--- src/rtl/core/ffpa_pkg.sv ---
// ----------------------------------------------------------------------------
// ffpa_pkg: shared types and constants of the first-fit page allocator
// Page geometry, field widths, operation and status codes, and the
// command/status bundles that join the controller and the datapath.
// ----------------------------------------------------------------------------
package ffpa_pkg;

  // Page table geometry
  localparam int MAX_PAGES  = 512;
  localparam int PAGE_AW    = $clog2(MAX_PAGES);
  localparam int CNT_W      = PAGE_AW + 1;
  localparam int PAGE_SHIFT = 11;
  localparam int PAGE_BYTES = 1 << PAGE_SHIFT;

  // Field widths
  localparam int SIZE_W     = 21;
  localparam int ADDR_W     = 24;
  localparam int KIB_W      = 11;
  localparam int KIB_MAX    = (1 << KIB_W) - 1;
  localparam int NEED_W     = SIZE_W - PAGE_SHIFT + 1;
  localparam int USABLE_W   = 10;
  localparam int STATUS_W   = 2;
  localparam int KIND_W     = 2;
  localparam int CFG_IDX_W  = 1;
  localparam int CFG_DATA_W = 24;

  // Register reset values: base is 0x3400 paragraphs
  localparam logic [USABLE_W-1:0] USABLE_RESET = USABLE_W'(440);
  localparam logic [ADDR_W-1:0]   BASE_RESET   = ADDR_W'(32'h3400 * 16);

  typedef enum logic [CFG_IDX_W-1:0] {
    CFG_USABLE_PAGES = 1'b0,
    CFG_BASE_ADDRESS = 1'b1
  } cfg_reg_t;

  typedef enum logic [KIND_W-1:0] {
    KIND_ALLOC = 2'd0,
    KIND_FREE  = 2'd1,
    KIND_QUERY = 2'd2
  } kind_t;

  typedef enum logic [STATUS_W-1:0] {
    STAT_OK        = 2'd0,
    STAT_NO_MEM    = 2'd1,
    STAT_NOT_FOUND = 2'd2,
    STAT_ZERO_SIZE = 2'd3
  } status_t;

  typedef enum logic [2:0] {
    CS_INIT,
    CS_IDLE,
    CS_DECODE,
    CS_COUNT,
    CS_SEARCH,
    CS_MARK,
    CS_RELEASE,
    CS_REPLY
  } ctrl_state_t;

  typedef enum logic [2:0] {
    PH_HOLD,
    PH_INIT,
    PH_COUNT,
    PH_SEARCH,
    PH_MARK,
    PH_RELEASE
  } dp_phase_t;

  // Controller to datapath
  typedef struct packed {
    dp_phase_t phase;
    logic      take;
    logic      ld_scan;
    logic      ld_count;
    logic      ld_mark;
    logic      ld_rel;
    logic      finish;
  } dp_cmd_t;

  // Datapath to controller
  typedef struct packed {
    logic init_done;
    logic scan_end;
    logic hit;
    logic mark_last;
    logic dirty;
    logic is_alloc;
    logic is_free;
    logic zero_size;
    logic out_busy;
  } dp_sts_t;

endpackage

--- src/rtl/core/ffpa_ctrl.sv ---
// ----------------------------------------------------------------------------
// ffpa_ctrl: sequencer of the page allocator
// Walks each request word through recount, search, mark or release and
// reply, and runs the table clearing sweep after reset.
// ----------------------------------------------------------------------------
module ffpa_ctrl (
  input  logic              clk,
  input  logic              rst,
  input  logic              in_valid,
  output logic              in_ready,
  input  ffpa_pkg::dp_sts_t sts,
  output ffpa_pkg::dp_cmd_t cmd
);

  ffpa_pkg::ctrl_state_t state;
  ffpa_pkg::ctrl_state_t state_next;

  // State register
  always_ff @(posedge clk) begin
    if (rst) begin
      state <= ffpa_pkg::CS_INIT;
    end else begin
      state <= state_next;
    end
  end

  // Next state and commands
  always_comb begin
    state_next   = state;
    in_ready     = 1'b0;
    cmd.phase    = ffpa_pkg::PH_HOLD;
    cmd.take     = 1'b0;
    cmd.ld_scan  = 1'b0;
    cmd.ld_count = 1'b0;
    cmd.ld_mark  = 1'b0;
    cmd.ld_rel   = 1'b0;
    cmd.finish   = 1'b0;
    case (state)
      ffpa_pkg::CS_INIT: begin
        cmd.phase = ffpa_pkg::PH_INIT;
        if (sts.init_done) begin
          state_next = ffpa_pkg::CS_IDLE;
        end
      end
      ffpa_pkg::CS_IDLE: begin
        in_ready = 1'b1;
        if (in_valid) begin
          cmd.take   = 1'b1;
          state_next = ffpa_pkg::CS_DECODE;
        end
      end
      ffpa_pkg::CS_DECODE: begin
        if (sts.dirty) begin
          cmd.ld_count = 1'b1;
          state_next   = ffpa_pkg::CS_COUNT;
        end else if (sts.is_alloc && sts.zero_size) begin
          state_next = ffpa_pkg::CS_REPLY;
        end else if (sts.is_alloc || sts.is_free) begin
          cmd.ld_scan = 1'b1;
          state_next  = ffpa_pkg::CS_SEARCH;
        end else begin
          state_next = ffpa_pkg::CS_REPLY;
        end
      end
      ffpa_pkg::CS_COUNT: begin
        cmd.phase = ffpa_pkg::PH_COUNT;
        if (sts.scan_end) begin
          state_next = ffpa_pkg::CS_DECODE;
        end
      end
      ffpa_pkg::CS_SEARCH: begin
        cmd.phase = ffpa_pkg::PH_SEARCH;
        if (sts.hit) begin
          if (sts.is_alloc) begin
            cmd.ld_mark = 1'b1;
            state_next  = ffpa_pkg::CS_MARK;
          end else begin
            cmd.ld_rel = 1'b1;
            state_next = ffpa_pkg::CS_RELEASE;
          end
        end else if (sts.scan_end) begin
          state_next = ffpa_pkg::CS_REPLY;
        end
      end
      ffpa_pkg::CS_MARK: begin
        cmd.phase = ffpa_pkg::PH_MARK;
        if (sts.mark_last) begin
          state_next = ffpa_pkg::CS_REPLY;
        end
      end
      ffpa_pkg::CS_RELEASE: begin
        cmd.phase = ffpa_pkg::PH_RELEASE;
        if (sts.scan_end) begin
          state_next = ffpa_pkg::CS_REPLY;
        end
      end
      ffpa_pkg::CS_REPLY: begin
        if (!sts.out_busy) begin
          cmd.finish = 1'b1;
          state_next = ffpa_pkg::CS_IDLE;
        end
      end
      default: begin
        state_next = ffpa_pkg::CS_INIT;
      end
    endcase
  end

  // A hit ends the search in a table update
  a_hit_updates: assert property (@(posedge clk) disable iff (rst)
    (state == ffpa_pkg::CS_SEARCH) && sts.hit |=>
      (state == ffpa_pkg::CS_MARK) || (state == ffpa_pkg::CS_RELEASE))
    else $error("search hit without table update");

  // Reply loads the response register
  a_reply_loads: assert property (@(posedge clk) disable iff (rst)
    (state == ffpa_pkg::CS_REPLY) && !sts.out_busy |=> sts.out_busy)
    else $error("reply did not present a response word");

endmodule

--- config.mk ---
export PLATFORM = sky130hd
export DESIGN_NAME = ffpa_ctrl
export DESIGN_NICKNAME = d
export VERILOG_FILES = /design/src/rtl/core/ffpa_pkg.sv /design/src/rtl/core/ffpa_ctrl.sv
export SDC_FILE = /design/constraint.sdc
export NUM_CORES = 1
export LEC_CHECK = 0
export BUFFER_PORTS_ARGS = -buffer_cell sky130_fd_sc_hd__buf_2
export CORE_AREA = 2 2 39 41
export DETAILED_ROUTE_END_ITERATION = 7
export DIE_AREA = 0 0 41 43
export PLACE_DENSITY = 0.65
export SYNTH_ARGS = -nofsm -noshare
export SYNTH_HDL_FRONTEND = slang
export SYNTH_SLANG_ARGS = --single-unit
--- constraint.sdc ---
create_clock -name clk -period 3 [get_ports clk]
set_clock_uncertainty 0.1 [all_clocks]
set_input_delay 0.3 -clock clk [delete_from_list [all_inputs] [get_ports clk]]
set_output_delay 0.3 -clock clk [all_outputs]
set_load 0.005 [all_outputs]
==> results.json, run 1 <==
{
  "wl_per_cell_um": 10.3,
  "avgSynthCellArea_um2": 6.60,
  "final_area_um2": 497,
  "syn_inst": 55,
  "finalCriticalPeriod_ns": 1.90,
  "vdd_drop_max_mv": 0.508,
  "fin_nets": 90,
  "area_delta_synth_final_pct": 36.9,
  "timing.reg2reg.setup_slack_ns": 1.36,
  "cp.arrival_ns": 1.50,
  "clock.fmax_mhz": 527,
  "ys_seq_area_frac": 0.166,
  "num_vias": 443,
  "ant_nets": 0,
  "cts_tree": "done",
  "synth-main-ff-cell": "dfxtp_1",
  "synth_area_leaders": "dfxtp_1 17%, nor2_1 10%, a21oi_1 5.5%",
  "hold_slack_ns": 0.164,
  "cp_top_family": "flip-flops",
  "worstSetupPathType": "register to primary output",
  "post-dp-hpwl_um": 721,
  "yosys.area.top_type": "dfxtp_1",
  "core_mm2": 0.00138,
  "cts_max_level": 1,
  "drive_gt1_frac": 0.364,
  "portBuffers": 21,
  "synth.net_count": 67,
  "rsz0062_at_grt": "false",
  "worstPathCellList": "nor3b_1 -> and2_1 -> buf_2",
  "cts.path.max_buffers": 2,
  "viasPerCell": 4.76,
  "power.density_mw_per_mm2": 871,
  "largest_register_ff_count": 3,
  "seqPwrFrac": 0.317,
  "firstDrtPassIters": 5,
  "grt_pass1_vias": 372,
  "yosysWarnings": 0,
  "p_sw_mw": 0.206,
  "top_regs": "state: 3 flops",
  "drc": 0,
  "ys_ff_latch": 3,
  "dp.cells": 89,
  "p_int_mw": 0.226,
  "combPwrFrac": 0.520,
  "largest_register": "state",
  "min_period_over_period": 0.632,
  "gp_congestion": 0.790,
  "grt_use_total": 0.128,
  "cts_root_buf": "clkbuf_4",
  "clock_latency_ns": 0.23,
  "drv_slew": 0,
  "maxCapViolations": 0,
  "clock-sinks": 3,
  "synth_area_um2": 363,
  "slowest_stage": "dfxtp_1",
  "dr.first_iter.drc_count": 15,
  "setup_viol": 0,
  "p_sw_frac": 0.477,
  "routed_wl_um": 957,
  "yosys-top-cells-count": "10 x nor2_1, 4 x a21oi_1, 4 x nand2_1",
  "postCtsSetupBuffers": 0,
  "grt_max_degree": 18,
  "p_leak_nw": 0.224,
  "cp_max_fo": 17,
  "cts_buffers": 3,
  "cpPeakStageDelay_ns": 0.65,
  "critPathRequiredTime_ns": 2.60,
  "synth_most_common_cell": "nor2_1",
  "std_cell_rows": 14,
  "cp.buffers_inverters": 1,
  "tightest_slew_ns": 0.540,
  "synth_edf_count": 0,
  "initial_core_util": 0.262,
  "clockPowerShare": 0.163,
  "diodes": 0,
  "hold_viol": 0,
  "die_w_um": 41,
  "io-pin-count": 22,
  "synth_cell_types": 29,
  "hold_path_class": "input port to register",
  "fin_cells": 93,
  "synth_top_cell_area_share": 0.166,
  "synthArstFlopShare": 0,
  "critPathLaunchType": "register",
  "status": "finished, final reports clean",
  "antenna_found_initial": 0,
  "post_cts_resized": 0,
  "die_y_um": 43,
  "cts_hold_buf": 0,
  "endpoint_kind": "primary output",
  "fin_tns_setup_ns": 0,
  "place_area_um2": 470,
  "relSlewSlack": 0.640,
  "cts.clk_slew.worst_paths_ns": 0.04,
  "die-area_mm2": 0.00176,
  "grt_pass1_wl_um": 1480,
  "grt-ovfl-total": 0,
  "fillerInstances": 157
}
final cells by class:
class | count | area [µm²] | share of cell area
Tap cell | 16 | 20.0 | 0.0403
Multi-Input combinational cell | 47 | 278 | 0.559
Clock buffer | 4 | 26.3 | 0.0529
Timing Repair Buffer | 21 | 105 | 0.212
Inverter | 2 | 7.51 | 0.0151
Sequential cell | 3 | 60.1 | 0.121
per-stage QoR:
stage	total power [mW]	setup slack, ns	util
floorplan	0.299	1.67	-
global placement	0.356	1.37	0.340
detailed placement	0.363	1.33	0.340
CTS	0.437	1.08	0.359
global route	0.486	0.955	0.359
finish	0.433	1.10	0.359
metal layers:
| metal | part of all wire | vias up | global-route usage |
|---|---|---|---|
| met5 | 0 | - | 0 |
| met2 | 0.40 | 20 | 0.169 |
| met1 | 0.48 | 182 | 0.160 |
| met3 | 0.096 | 2 | 0.0628 |
| met4 | 0.014 | 0 | 0.0800 |
| li1 | - | 239 | - |
worst paths after layout:
check | from | endpoint | cells after the start
worst max-delay path | state[1] | cmd[3] | 3
worst min-delay path | rst | state[0] | 2
worst max register to register | state[1] | state[1] | 4
worst min register to register | state[2] | state[2] | 2
power groups by stage:
| stage | Sequential (mW) | Combinational (mW) | Clock (mW) |
|---|---|---|---|
| detailed placement | 0.136 | 0.227 | 0 |
| CTS | 0.136 | 0.228 | 0.0739 |
| finish | 0.137 | 0.225 | 0.0704 |
| global placement | 0.131 | 0.225 | 0 |
| global route | 0.147 | 0.258 | 0.0807 |
| floorplan | 0.0836 | 0.215 | 0 |
cells by family after synthesis:
kind of cell	Yosys count	share of synthesized area
xor gates and xnor gates	1	0.0241
AOI/OAI and AO/OA	16	0.314
and+or+nand+nor	30	0.428
DFF	3	0.166
buffers and inverters	5	0.0690
cell usage in the layout (no fill, tap or decap), types with 2 or more instances in the layout:
cell,netlist,routed
nor2_1,10,10
dfxtp_1,3,3
nor3b_1,2,2
nand2_1,4,4
buf_2,2,21
or3_1,2,2
a21oi_1,4,4
o21ai_0,2,2
nand2b_1,3,3
o21ai_1,2,2
clkbuf_4,0,3
nor3_1,2,2
and2_1,2,2
worst reg2reg max path, cell delays in order, from the launching register on:
cell and delay, ns:
dfxtp_1 0.65, nand2b_1 0.16, and3_1 0.22, a211oi_2 0.26, a31oi_1 0.12
(Power assumes the default switching activity.)
==> run 2, diff against run 1 <==
--- a/config.mk
+++ b/config.mk
@@ -5,11 +5,12 @@
 export SDC_FILE = /design/constraint.sdc
 export NUM_CORES = 1
 export LEC_CHECK = 0
+export ABC_AREA = 1
 export BUFFER_PORTS_ARGS = -buffer_cell sky130_fd_sc_hd__buf_2
 export CORE_AREA = 2 2 39 41
 export DETAILED_ROUTE_END_ITERATION = 7
 export DIE_AREA = 0 0 41 43
-export PLACE_DENSITY = 0.65
+export PLACE_DENSITY = 0.71
 export SYNTH_ARGS = -nofsm -noshare
 export SYNTH_HDL_FRONTEND = slang
 export SYNTH_SLANG_ARGS = --single-unit
==> constraint.sdc (replaced) <==
create_clock -name clk -period 1.9 [get_ports clk]
set_clock_uncertainty 0.1 [all_clocks]
set_input_delay 0.19 -clock clk [delete_from_list [all_inputs] [get_ports clk]]
set_output_delay 0.19 -clock clk [all_outputs]
set_load 0.005 [all_outputs]
==> run 2 against run 1 <==
Via count increased by 27%. Critical path depth is 2 higher. Utilization grew 5.4 points. Largest power group unchanged. Worst setup slack worse by 0.85 ns. Sequential share of layout area is 1.6 points lower. Combinational power increased by 84%.
==> results.json, run 2 <==
{
  "fin_nets": 115,
  "dr.first_iter.drc_count": 16,
  "p_sw_frac": 0.519,
  "cts.clk_slew.worst_paths_ns": 0.03,
  "grt_pass1_vias": 470,
  "cts_root_buf": "clkbuf_4",
  "io-pin-count": 22,
  "die-area_mm2": 0.00176,
  "firstDrtPassIters": 4,
  "num_vias": 561,
  "worstPathCellList": "nand2_1 -> nor2_2 -> inv_1 -> nor2_1 -> buf_2",
  "largest_register_ff_count": 3,
  "hold_viol": 0,
  "grt_max_degree": 13,
  "relSlewSlack": 0.725,
  "grt_use_total": 0.138,
  "finalCriticalPeriod_ns": 1.65,
  "viasPerCell": 4.75,
  "cpPeakStageDelay_ns": 0.55,
  "cts_buffers": 3,
  "tightest_slew_ns": 0.412,
  "cp_top_family": "flip-flops",
  "hp-start": "rst",
  "cp.buffers_inverters": 2,
  "power.density_mw_per_mm2": 1200,
  "wl_met3_um": 61,
  "clock_latency_ns": 0.24,
  "r2r_end": "state[1]",
  "antenna_found_initial": 0,
  "drive_gt1_frac": 0.373,
  "final_cell_mix": "21 x buf_2, 16 x nand2_1, 14 x inv_1",
  "yosysWarnings": 0,
  "initial_core_util": 0.315,
  "synth_area_leaders": "dfxtp_1 14%, nand2_1 14%, inv_1 12%",
  "combPwrFrac": 0.605,
  "std_cell_rows": 14,
  "drt-met1-wl_um": 458,
  "synthArstFlopShare": 0,
  "wl_met2_um": 535,
  "routed_wl_um": 1070,
  "clock.fmax_mhz": 605,
  "synth_cell_types": 18,
  "slowest_stage": "dfxtp_1",
  "drc": 0,
  "top_regs": "state: 3 flops",
  "reg2reg_depth": 7,
  "yosys-top-cells-count": "16 x nand2_1, 14 x inv_1, 11 x nor2_1",
  "maxCapViolations": 0,
  "hold_slack_ns": 0.0235,
  "seqPwrFrac": 0.223,
  "die_y_um": 43,
  "portBuffers": 21,
  "status": "finished, final reports clean",
  "reg2reg_from": "state[1]",
  "cp_max_fo": 10,
  "timing.final.ws_setup_ns": 0.248,
  "worstSetupPathType": "register to primary output",
  "core_mm2": 0.00138,
  "die_w_um": 41,
  "power_mw": 0.685,
  "synth-main-ff-cell": "dfxtp_1",
  "yosys.area.top_type": "dfxtp_1",
  "rsz0062_at_grt": "false",
  "p_int_mw": 0.329,
  "place_ws_ns": 0.405,
  "synth_top_cell_area_share": 0.138,
  "synth_most_common_cell": "nand2_1",
  "timing.reg2reg.setup_slack_ns": 0.38,
  "cts_tree": "done",
  "cts.path.max_buffers": 2,
  "ys_seq_area_frac": 0.138,
  "grt-ovfl-total": 0,
  "avgSynthCellArea_um2": 5.51,
  "syn_inst": 79,
  "drv_slew": 0,
  "post_cts_resized": 0,
  "p_leak_nw": 0.339,
  "synth_area_um2": 435,
  "holdPathStages": 2,
  "clock-sinks": 3,
  "critPathRequiredTime_ns": 1.61,
  "cts_hold_buf": 0,
  "dp.cells": 114,
  "hold_path_class": "input port to register",
  "p_sw_mw": 0.356,
  "layout_commonest_cell": "buf_2",
  "setup_viol": 0,
  "min_period_over_period": 0.870,
  "ys_ff_latch": 3,
  "gp_congestion": 0.834,
  "critPathLaunchType": "register",
  "postCtsSetupBuffers": 0,
  "top_layer": "met4",
  "fin_cells": 118,
  "synth_edf_count": 0,
  "grt_pass1_wl_um": 1700,
  "post-dp-hpwl_um": 871,
  "vdd_drop_max_mv": 0.374,
  "cp.arrival_ns": 1.36,
  "largest_register": "state",
  "cts_max_level": 1,
  "clockPowerShare": 0.172,
  "ant_nets": 0,
  "wl_per_cell_um": 9.08,
  "fin_tns_setup_ns": 0,
  "endpoint_kind": "primary output",
  "synth.net_count": 91,
  "diodes": 0,
  "area_delta_synth_final_pct": 31.3,
  "holdPathEnd": "state[2]"
}
==> run 2: metal layers <==
layer | track usage | vias to the layer above
li1 | - | 294
met1 | 0.150 | 243
met4 | 0.0933 | 0
met2 | 0.222 | 22
met3 | 0.0314 | 2
met5 | 0 | -
==> run 2: through the flow <==
step | cell area [µm²] | utilization
after detailed placement | 546 | 0.394
after CTS | 572 | 0.413
after floorplan | 435 | -
final | 572 | 0.413
after global routing | 572 | 0.413
after global placement | 546 | 0.394
==> run 2: cell type report <==
cell class              count  area (µm²)
well taps                  16        20.0
repair buffers             21         105
clock buffers               4        26.3
inverters                  17        65.1
fillers                   158         812
multi-input cells          57         295
flip-flops and latches      3        60.1
==> run 2: worst max-delay path by stage <==
stage	start	end	cells after the start
after global placement	state[1]	state[1]	7
after CTS	state[2]	cmd[2]	5
after detailed placement	state[1]	state[1]	7
after global routing	state[2]	cmd[7]	5
final	state[2]	cmd[2]	5
after floorplan	state[1]	state[1]	8
==> run 2: power by group through the flow <==
stage / Clock (mW) / Combinational, mW / Sequential [mW]
floorplan: 0 / 0.354 / 0.110
finish: 0.118 / 0.415 / 0.153
global placement: 0 / 0.406 / 0.152
detailed placement: 0 / 0.410 / 0.153
global route: 0.117 / 0.472 / 0.157
CTS: 0.115 / 0.413 / 0.151
==> run 2: logic make-up after synthesis <==
logic type | after synthesis | share of synthesized area
simple gates | 51 | 0.609
buf+inv | 19 | 0.184
compound gates | 6 | 0.0690
flops | 3 | 0.138
